`src/hdl/nlsa_pkg.sv`:
```
// Shared types and constants for the nearest-light slot allocator.
// Holds the stream item layouts, the position type and the distance helper.
// No dependencies.
`timescale 1ns / 1ps

package nlsa_pkg;

  // Fixed field widths
  localparam int unsigned POS_W  = 24;  // signed Q16.8 position
  localparam int unsigned MAG_W  = 24;  // per-axis distance magnitude
  localparam int unsigned SQ_W   = 48;  // per-axis square
  localparam int unsigned DIST_W = 50;  // squared distance, unsigned Q34.16
  localparam int unsigned ID_W   = 16;  // light id on the ports
  localparam int unsigned SLOT_W = 3;   // slot fields on the ports

  // Request kinds carried in tuser
  localparam logic MODE_ADD     = 1'b0;
  localparam logic MODE_REFRESH = 1'b1;

  typedef struct packed {
    logic signed [POS_W-1:0] z;
    logic signed [POS_W-1:0] y;
    logic signed [POS_W-1:0] x;
  } pos_t;

  // Input item, lowest field in the lowest bits
  typedef struct packed {
    logic [2:0]              pad;
    logic signed [POS_W-1:0] camera_z;
    logic signed [POS_W-1:0] camera_y;
    logic signed [POS_W-1:0] camera_x;
    logic signed [POS_W-1:0] light_z;
    logic signed [POS_W-1:0] light_y;
    logic signed [POS_W-1:0] light_x;
    logic                    light_alive;
    logic                    already_mapped;
    logic [ID_W-1:0]         light_id;
    logic [SLOT_W-1:0]       target_slot;
  } in_item_t;

  // Result item, lowest field in the lowest bits
  typedef struct packed {
    logic [2:0]        pad;
    logic [ID_W-1:0]   evicted_id;
    logic              evicted_valid;
    logic [SLOT_W-1:0] granted_slot;
    logic              assigned;
  } out_item_t;

  // |a - b| of two signed positions; the difference always fits in MAG_W bits
  function automatic logic [MAG_W-1:0] abs_diff(logic signed [POS_W-1:0] a,
                                                logic signed [POS_W-1:0] b);
    logic signed [POS_W:0] d;
    d = $signed({a[POS_W-1], a}) - $signed({b[POS_W-1], b});
    return d[POS_W] ? MAG_W'(-d) : MAG_W'(d);
  endfunction

endpackage

```
`src/hdl/nearest_light_slot_allocator_unit.sv`:
```
// Nearest-light shadow-map slot allocator, top level.
// Depends on nlsa_pkg and nlsa_dist.
//
// Usage:
//   Slave stream (s_axis_*) takes one request item: tuser selects add (0) or
//   refresh (1). Master stream (m_axis_*) returns exactly one result item
//   per request. No configuration port.
//   Slot ids and distances live in one synchronous RAM (one read and one
//   write port, registered read); valid marks are flip-flops.
//   Add: all SLOT_COUNT entries are read, one per cycle, to find the first
//   empty slot or else the first farthest one, while nlsa_dist computes the
//   squared distance one axis per cycle. Refresh reads only the target slot.
//   The result is written to the result register after both the slot scan
//   through the RAM read port and the distance unit are done.
//   One item is processed at a time; a new item is taken in the cycle after
//   the previous one has been written to the result register. The table
//   write happens only in the last cycle, after all reads of that item, so a
//   following item always reads updated entries.
//   Reset empties every slot at once; no clearing pass is needed.
//   A stalled receiver holds the result register; the block then finishes
//   the next item and waits with it until the result register is free.
`timescale 1ns / 1ps

module nearest_light_slot_allocator_unit #(
  parameter int SLOT_COUNT    = 8,
  parameter int LIGHT_ID_BITS = 16
) (
  input  logic         clk_i,
  input  logic         rst_ni,
  // tdata: target_slot[2:0], light_id[18:3], already_mapped[19],
  //        light_alive[20], light_x[44:21], light_y[68:45], light_z[92:69],
  //        camera_x[116:93], camera_y[140:117], camera_z[164:141], zero pad
  input  logic [167:0] s_axis_tdata_i,
  // tuser: mode[0] (0 = add, 1 = refresh)
  input  logic         s_axis_tuser_i,
  input  logic         s_axis_tvalid_i,
  output logic         s_axis_tready_o,
  // tdata: assigned[0], granted_slot[3:1], evicted_valid[4],
  //        evicted_id[20:5], zero pad
  output logic [23:0]  m_axis_tdata_o,
  output logic         m_axis_tvalid_o,
  input  logic         m_axis_tready_i
);

  localparam int IDX_W = (SLOT_COUNT > 1) ? $clog2(SLOT_COUNT) : 1;
  localparam int CNT_W = $clog2(SLOT_COUNT + 1);
  localparam int CMP_W = ((IDX_W > nlsa_pkg::SLOT_W) ? IDX_W : nlsa_pkg::SLOT_W) + 1;
  localparam int ENT_W = LIGHT_ID_BITS + nlsa_pkg::DIST_W;

  localparam logic [1:0] ST_IDLE = 2'd0;
  localparam logic [1:0] ST_WORK = 2'd1;
  localparam logic [1:0] ST_DONE = 2'd2;

  nlsa_pkg::in_item_t  in_item;
  nlsa_pkg::out_item_t res;
  nlsa_pkg::pos_t      light_pos, camera_pos;

  logic [1:0]                  state_q, state_d;
  logic                        accept;
  logic                        commit;

  // Captured request
  logic                        mode_q;
  logic [nlsa_pkg::SLOT_W-1:0] target_q;
  logic [LIGHT_ID_BITS-1:0]    id_q;
  logic                        mapped_q;
  logic                        alive_q;
  logic [IDX_W-1:0]            tgt_idx;
  logic                        tgt_in_range;

  // Table
  logic [SLOT_COUNT-1:0]       valid_q;
  logic [ENT_W-1:0]            mem_q [SLOT_COUNT];
  logic [ENT_W-1:0]            rd_data_q;
  logic                        rd_en;
  logic [IDX_W-1:0]            rd_addr;
  logic                        rd_vld_q;
  logic [IDX_W-1:0]            rd_idx_q;
  logic                        wr_en;
  logic [IDX_W-1:0]            wr_addr;
  logic [ENT_W-1:0]            wr_data;
  logic [LIGHT_ID_BITS-1:0]    rd_id;
  logic [nlsa_pkg::DIST_W-1:0] rd_dist;

  // Scan
  logic [CNT_W-1:0]            rd_cnt_q;
  logic [CNT_W-1:0]            scan_len;
  logic                        scan_done;
  logic                        found_empty_q;
  logic [IDX_W-1:0]            pick_q;
  logic [LIGHT_ID_BITS-1:0]    best_id_q;
  logic [nlsa_pkg::DIST_W-1:0] best_dist_q;

  // Distance
  logic                        dist_done;
  logic [nlsa_pkg::DIST_W-1:0] req_dist;

  // Decision
  logic                        take;
  logic                        set_valid;
  logic                        clr_valid;

  // Output register
  logic                        out_valid_q;
  nlsa_pkg::out_item_t         out_q;

  assign in_item         = nlsa_pkg::in_item_t'(s_axis_tdata_i);
  assign s_axis_tready_o = (state_q == ST_IDLE);
  assign accept          = s_axis_tvalid_i && s_axis_tready_o;

  assign light_pos  = '{x: in_item.light_x, y: in_item.light_y, z: in_item.light_z};
  assign camera_pos = '{x: in_item.camera_x, y: in_item.camera_y, z: in_item.camera_z};

  nlsa_dist u_dist (
    .clk_i    (clk_i),
    .rst_ni   (rst_ni),
    .start_i  (accept),
    .light_i  (light_pos),
    .camera_i (camera_pos),
    .done_o   (dist_done),
    .dist_o   (req_dist)
  );

  // Request capture
  always_ff @(posedge clk_i) begin
    if (accept) begin
      mode_q   <= s_axis_tuser_i;
      target_q <= in_item.target_slot;
      id_q     <= LIGHT_ID_BITS'(in_item.light_id);
      mapped_q <= in_item.already_mapped;
      alive_q  <= in_item.light_alive;
    end
  end

  assign tgt_idx      = IDX_W'(target_q);
  assign tgt_in_range = (CMP_W'(target_q) < CMP_W'(SLOT_COUNT));

  // Sequencer
  always_comb begin
    state_d = state_q;
    unique case (state_q)
      ST_IDLE: if (accept) state_d = ST_WORK;
      ST_WORK: if (scan_done && dist_done) state_d = ST_DONE;
      ST_DONE: if (commit) state_d = ST_IDLE;
      default: state_d = ST_IDLE;
    endcase
  end

  always_ff @(posedge clk_i or negedge rst_ni) begin
    if (!rst_ni) begin
      state_q <= ST_IDLE;
    end else begin
      state_q <= state_d;
    end
  end

  // Read issue: add scans every slot, refresh reads the target slot
  assign scan_len  = (mode_q == nlsa_pkg::MODE_ADD) ? CNT_W'(SLOT_COUNT) : CNT_W'(1);
  assign rd_en     = (state_q == ST_WORK) && (rd_cnt_q < scan_len);
  assign rd_addr   = (mode_q == nlsa_pkg::MODE_ADD) ? rd_cnt_q[IDX_W-1:0] : tgt_idx;
  assign scan_done = (rd_cnt_q == scan_len) && !rd_vld_q;

  always_ff @(posedge clk_i or negedge rst_ni) begin
    if (!rst_ni) begin
      rd_cnt_q      <= '0;
      rd_vld_q      <= 1'b0;
      found_empty_q <= 1'b0;
    end else begin
      rd_vld_q <= rd_en;
      if (accept) begin
        rd_cnt_q      <= '0;
        found_empty_q <= 1'b0;
      end else begin
        if (rd_en) rd_cnt_q <= rd_cnt_q + CNT_W'(1);
        if (rd_vld_q && (mode_q == nlsa_pkg::MODE_ADD) && !found_empty_q
            && !valid_q[rd_idx_q]) begin
          found_empty_q <= 1'b1;
        end
      end
    end
  end

  // Table RAM
  always_ff @(posedge clk_i) begin
    if (wr_en) mem_q[wr_addr] <= wr_data;
    if (rd_en) begin
      rd_data_q <= mem_q[rd_addr];
      rd_idx_q  <= rd_addr;
    end
  end

  assign rd_id   = rd_data_q[ENT_W-1 -: LIGHT_ID_BITS];
  assign rd_dist = rd_data_q[nlsa_pkg::DIST_W-1:0];

  // Scan compare: first empty slot wins, else first strictly greatest distance; refresh keeps the read id
  always_ff @(posedge clk_i) begin
    if (rd_vld_q) begin
      if (mode_q == nlsa_pkg::MODE_REFRESH) begin
        best_id_q <= rd_id;
      end else if (!found_empty_q) begin
        if (!valid_q[rd_idx_q]) begin
          pick_q <= rd_idx_q;
        end else if ((rd_idx_q == '0) || (rd_dist > best_dist_q)) begin
          pick_q      <= rd_idx_q;
          best_id_q   <= rd_id;
          best_dist_q <= rd_dist;
        end
      end
    end
  end

  // Final decision and table update
  assign commit = (state_q == ST_DONE) && (!out_valid_q || m_axis_tready_i);

  always_comb begin
    res       = '0;
    take      = 1'b0;
    set_valid = 1'b0;
    clr_valid = 1'b0;
    wr_en     = 1'b0;
    wr_addr   = pick_q;
    wr_data   = {id_q, req_dist};
    if (mode_q == nlsa_pkg::MODE_REFRESH) begin
      res.granted_slot = target_q;
      wr_addr          = tgt_idx;
      wr_data          = {best_id_q, req_dist};
      if (tgt_in_range && valid_q[tgt_idx]) begin
        if (!alive_q) begin
          clr_valid         = commit;
          res.evicted_valid = 1'b1;
          res.evicted_id    = nlsa_pkg::ID_W'(best_id_q);
        end else begin
          wr_en = commit;
        end
      end
    end else if (!mapped_q) begin
      priority if (found_empty_q) begin
        take = 1'b1;
      end else if (best_dist_q > req_dist) begin
        take              = 1'b1;
        res.evicted_valid = 1'b1;
        res.evicted_id    = nlsa_pkg::ID_W'(best_id_q);
      end
      if (take) begin
        res.assigned     = 1'b1;
        res.granted_slot = nlsa_pkg::SLOT_W'(pick_q);
        set_valid        = commit;
        wr_en            = commit;
      end
    end
  end

  // Valid marks
  always_ff @(posedge clk_i or negedge rst_ni) begin
    if (!rst_ni) begin
      valid_q <= '0;
    end else begin
      if (set_valid) valid_q[pick_q] <= 1'b1;
      if (clr_valid) valid_q[tgt_idx] <= 1'b0;
    end
  end

  // Result register
  always_ff @(posedge clk_i or negedge rst_ni) begin
    if (!rst_ni) begin
      out_valid_q <= 1'b0;
    end else if (commit) begin
      out_valid_q <= 1'b1;
    end else if (m_axis_tready_i) begin
      out_valid_q <= 1'b0;
    end
  end

  always_ff @(posedge clk_i) begin
    if (commit) out_q <= res;
  end

  assign m_axis_tvalid_o = out_valid_q;
  assign m_axis_tdata_o  = out_q;

endmodule

```
`src/hdl/nlsa_dist.sv`:
```
// Squared light-to-camera distance unit: one shared 24x24 multiplier, one axis
// per cycle, accumulated into a 50-bit sum. Depends on nlsa_pkg.
`timescale 1ns / 1ps

module nlsa_dist (
  input  logic                        clk_i,
  input  logic                        rst_ni,
  input  logic                        start_i,
  input  nlsa_pkg::pos_t              light_i,
  input  nlsa_pkg::pos_t              camera_i,
  output logic                        done_o,
  output logic [nlsa_pkg::DIST_W-1:0] dist_o
);

  logic                              busy_q;
  logic                              done_q;
  logic [1:0]                        step_q;
  logic [nlsa_pkg::MAG_W-1:0]        mag_x_q, mag_y_q, mag_z_q;
  logic [nlsa_pkg::MAG_W-1:0]        mag_sel;
  logic [nlsa_pkg::SQ_W-1:0]         sq;
  logic [nlsa_pkg::SQ_W-1:0]         prod_q;
  logic [nlsa_pkg::DIST_W-1:0]       acc_q;

  // Axis select and the shared multiplier
  always_comb begin
    unique case (step_q)
      2'd0:    mag_sel = mag_x_q;
      2'd1:    mag_sel = mag_y_q;
      default: mag_sel = mag_z_q;
    endcase
    sq = nlsa_pkg::SQ_W'(mag_sel) * nlsa_pkg::SQ_W'(mag_sel);
  end

  // Control: step 0..2 multiply, steps 1..3 accumulate the previous product
  always_ff @(posedge clk_i or negedge rst_ni) begin
    if (!rst_ni) begin
      busy_q <= 1'b0;
      done_q <= 1'b0;
      step_q <= 2'd0;
    end else if (start_i) begin
      busy_q <= 1'b1;
      done_q <= 1'b0;
      step_q <= 2'd0;
    end else if (busy_q) begin
      if (step_q == 2'd3) begin
        busy_q <= 1'b0;
        done_q <= 1'b1;
      end else begin
        step_q <= step_q + 2'd1;
      end
    end
  end

  // Datapath
  always_ff @(posedge clk_i) begin
    if (start_i) begin
      mag_x_q <= nlsa_pkg::abs_diff(light_i.x, camera_i.x);
      mag_y_q <= nlsa_pkg::abs_diff(light_i.y, camera_i.y);
      mag_z_q <= nlsa_pkg::abs_diff(light_i.z, camera_i.z);
      acc_q   <= '0;
    end else if (busy_q) begin
      prod_q <= sq;
      if (step_q != 2'd0) begin
        acc_q <= acc_q + nlsa_pkg::DIST_W'(prod_q);
      end
    end
  end

  assign done_o = done_q;
  assign dist_o = acc_q;

endmodule

```
`config.mk`:
```
export PLATFORM = sky130hd
export DESIGN_NAME = nearest_light_slot_allocator_unit
export DESIGN_NICKNAME = d
export VERILOG_FILES = /design/src/hdl/nlsa_pkg.sv /design/src/hdl/nearest_light_slot_allocator_unit.sv /design/src/hdl/nlsa_dist.sv
export SDC_FILE = /design/constraint.sdc
export NUM_CORES = 2
export LEC_CHECK = 0
export ABC_AREA = 1
export BUFFER_PORTS_ARGS = -buffer_cell sky130_fd_sc_hd__buf_2
export CAP_MARGIN = 10
export CORE_MARGIN = 3
export CORE_UTILIZATION = 50
export DETAILED_ROUTE_END_ITERATION = 10
export PLACE_DENSITY_LB_ADDON = 0.12
export SLEW_MARGIN = 20
export SYNTH_ARGS = -nofsm -noshare
export SYNTH_HDL_FRONTEND = slang
export SYNTH_HIERARCHICAL = 1
export SYNTH_SLANG_ARGS = --single-unit
```
`constraint.sdc`:
```
create_clock -name clk_i -period 7.56 [get_ports clk_i]
set_clock_uncertainty 0.05 [all_clocks]
set_input_delay 1.512 -clock clk_i [delete_from_list [all_inputs] [get_ports clk_i]]
set_output_delay 1.512 -clock clk_i [all_outputs]
set_load 0.005 [all_outputs]
```
==> results.md <==
* Slew margin rel. at 26.6%
* Total GRT Usage at 24.3%
* CP max FO at 8
* First-pass GRT wire length at 251000 um
* Fin crit period at 7.38 ns
* Top-count cell post-synth: inv_1
* DRC at 0
* Hold WS at 0.366 ns
* Largest net degree at the start of global routing at 142
* Crit path arrival time at 7.73 ns
* Unrepaired setup endpoints after global routing: true
* Max Slew Vio Count at 0
* Post-CTS Hold Buffers at 0
* Main combinational cell family by area after synthesis: adder cells
* Clk root buf: clkbuf_16
* Max Cap Viol at 0
* Worst path slowest cell: fa_1
* Compound-Gate Fraction of Synth Area at 8.97%
* Post-synth top cells: inv_1 (1317), nand2_1 (1143), nor2_1 (889)
* Via Count at 46758
* Post-synthesis adder-cell area fraction at 21.6%
* Hold Crit Class: flip-flop to flip-flop
* CTS max path bufs at 3
* CTS tree: done
* ANT cells at 0
* Vias per cell at 5.22
* NumNets Final at 8251
* Gp weighted congestion at 0.904
* Total I/O pin count at 199
* Final hold viol count at 0
* Share of layout cells above drive strength 1 at 13.3%
* Area growth syn-to-layout at 15.0%
* Crit. End Element: flip-flop
* Crit share post-route at 97.6%
* First-pass detailed-route iteration total at 5
* Worst-skew pair later-pin latency at 0.70 ns
* Crit-path max cell delay at 0.57 ns
* CP Launch Type: flip-flop
* Largest cells by area after synthesis: edfxtp_1 (40%), fa_1 (14%), ha_1 (8.0%)
* Asr flop ratio synth at 2.34%
* Clock sinks at 899
* Crit-path most repeated cell: fa_1
* Core ar. at 124000 um^2
* Vias in the first global route at 46668
* Die Wd at 360 um
* Worst slew pin tran at 1.10 ns
* WL/cell at 17.7 um
* Synth unique cells at 61
* DIE HEIGHT at 360 um
* CTS buffer count at 92
* Fillers at 10774
* Synth area leader: edfxtp_1
* Initial antenna violation count at 0
* Mux cell area share after synthesis at 0.0180%
* Seq/Total Area, Yosys at 42.2%
* Post-synth top flop: edfxtp_1
* Avg Cell Area, Syn at 9.19 um^2
* Top-area cell type share of the netlist area at 39.7%
* Fmax at 0.136 GHz
* Synthesized area at 62600 um^2
* Clk slew on worst S/H paths at 0.06 ns
* Critical path class: flip-flop to flip-flop
* Simple-Gate Fraction of Synth Area at 15.8%
* Starting Density at 50.5%
* Post-synthesis cell count at 6808
* Outcome: completed
* Port-buffer cells at 192
* H-tree depth at 3
* Yosys Warn Count at 6
* Total Die Area at 129000 um^2
* Post-route ant nets at 0
* Drt first-iter violations at 2948
* Overflow after GRT at 0
* DP HPWL at 113000 um
* Row count at 129
* Routed Wire Length at 159000 um
* Final setup fails at 0
* Count of state elements after synthesis at 899
* Post-synth EDFFs at 828
* Critical path required time at 7.91 ns
* Post-synthesis xor/xnor area fraction at 2.04%
[layout make-up]
class | count | area (um^2) | share of cell area (%)
sequential | 899 | 26400 | 36.7
clock buffer | 123 | 2540 | 3.53
inverter | 1330 | 5020 | 6.97
tap | 1637 | 2050 | 2.85
timing repair buffer | 536 | 4110 | 5.71
multi-input combinational | 4395 | 31300 | 43.5
clock inverter | 45 | 514 | 0.715
[layer usage]
metal | routed length, um | global-route usage [%] | vias up
li1 | - | - | 22915
met1 | 70400 | 32.7 | 22585
met2 | 77700 | 42.4 | 1066
met3 | 7160 | 2.53 | 192
met4 | 3210 | 5.60 | 0
met5 | 0 | 0 | -
[cells by family after synthesis]
family,Yosys count
compound gates,1009
xor+xnor,140
fa+ha+maj,824
buf+inv,1516
flops,899
mux,1
other cells,1
simple gates,2418
[final timing paths]
check	depth (start not counted)	slack, ns	startpoint	to
max	33	0.18	u_dist/step_q[0]	u_dist/prod_q[43]
min	0	0.37	rd_data_q[56]	best_id_q[6]
max reg2reg	33	0.18	u_dist/step_q[0]	u_dist/prod_q[43]
min reg2reg	0	0.37	rd_data_q[56]	best_id_q[6]
max in group asynchronous	1	6.12	rst_ni	u_dist/step_q[0]
min in group asynchronous	1	0.84	rst_ni	valid_q[4]
[registers in the layout, indices dropped and copies added (netlist names), 2 cells and up]
signal and flops:
u_dist/dist_o 50, u_dist/step_q 2, u_dist/mag_z_q 24, u_dist/prod_q 47
id_q 16, u_dist/mag_x_q 24, rd_cnt_q 4, valid_q 8
best_dist_q 50, mem_q 528, rd_data_q 66, target_q 3
pick_q 3, m_axis_tdata_o 21, u_dist/mag_y_q 24, best_id_q 16
state_q 2, rd_idx_q 3
[repair_timing]
| action | CTS | global route |
|---|---|---|
| pin swaps | 3 | 98 |
| setup endpoints to repair | 20 | 27 |
| gates resized for setup | 23 | 262 |
| buffers inserted | 2 | 41 |
| cloned | 1 | 5 |
[through the flow]
stage                     std cells  setup slack [ns]  instance area (um^2)  util, %  TNS, ns
after floorplan                6810             0.117                 62600        -        0
after global placement         8747           -0.0622                 67300     54.3   -0.189
after detailed placement       8748            -0.149                 67300     54.3   -0.693
after CTS                      8919            0.0138                 70500     56.9        0
after global routing           8965           -0.0676                 72000     58.0   -0.351
final                          8965             0.183                 72000     58.0        0
[critical path: cells and delay by family, from the launching register on]
kind	cells	cell delay [ns]
flops	1	0.42
simple gates	7	0.70
xor+xnor	1	0.06
compound gates	4	0.63
fa+ha+maj	9	3.94
buf+inv	12	1.29
[placed cells by master, fill, tap and decap left out, types with 46 or more instances in the layout]
cell type / instances
a21oi_1: 231
a31oi_1: 89
buf_2: 192
buf_4: 292
clkbuf_16: 97
dfxtp_1: 50
edfxtp_1: 828
fa_1: 405
ha_1: 381
inv_1: 1276
inv_2: 46
nand2_1: 1104
nand2_2: 52
nand3_1: 172
nand4_1: 73
nor2_1: 865
o21ai_0: 318
o21ai_1: 135
o22ai_1: 69
xnor2_1: 48
xor2_1: 86
Power is not shown: default switching activity piles up to over one toggle a cycle in this logic, so the estimate is an artifact.
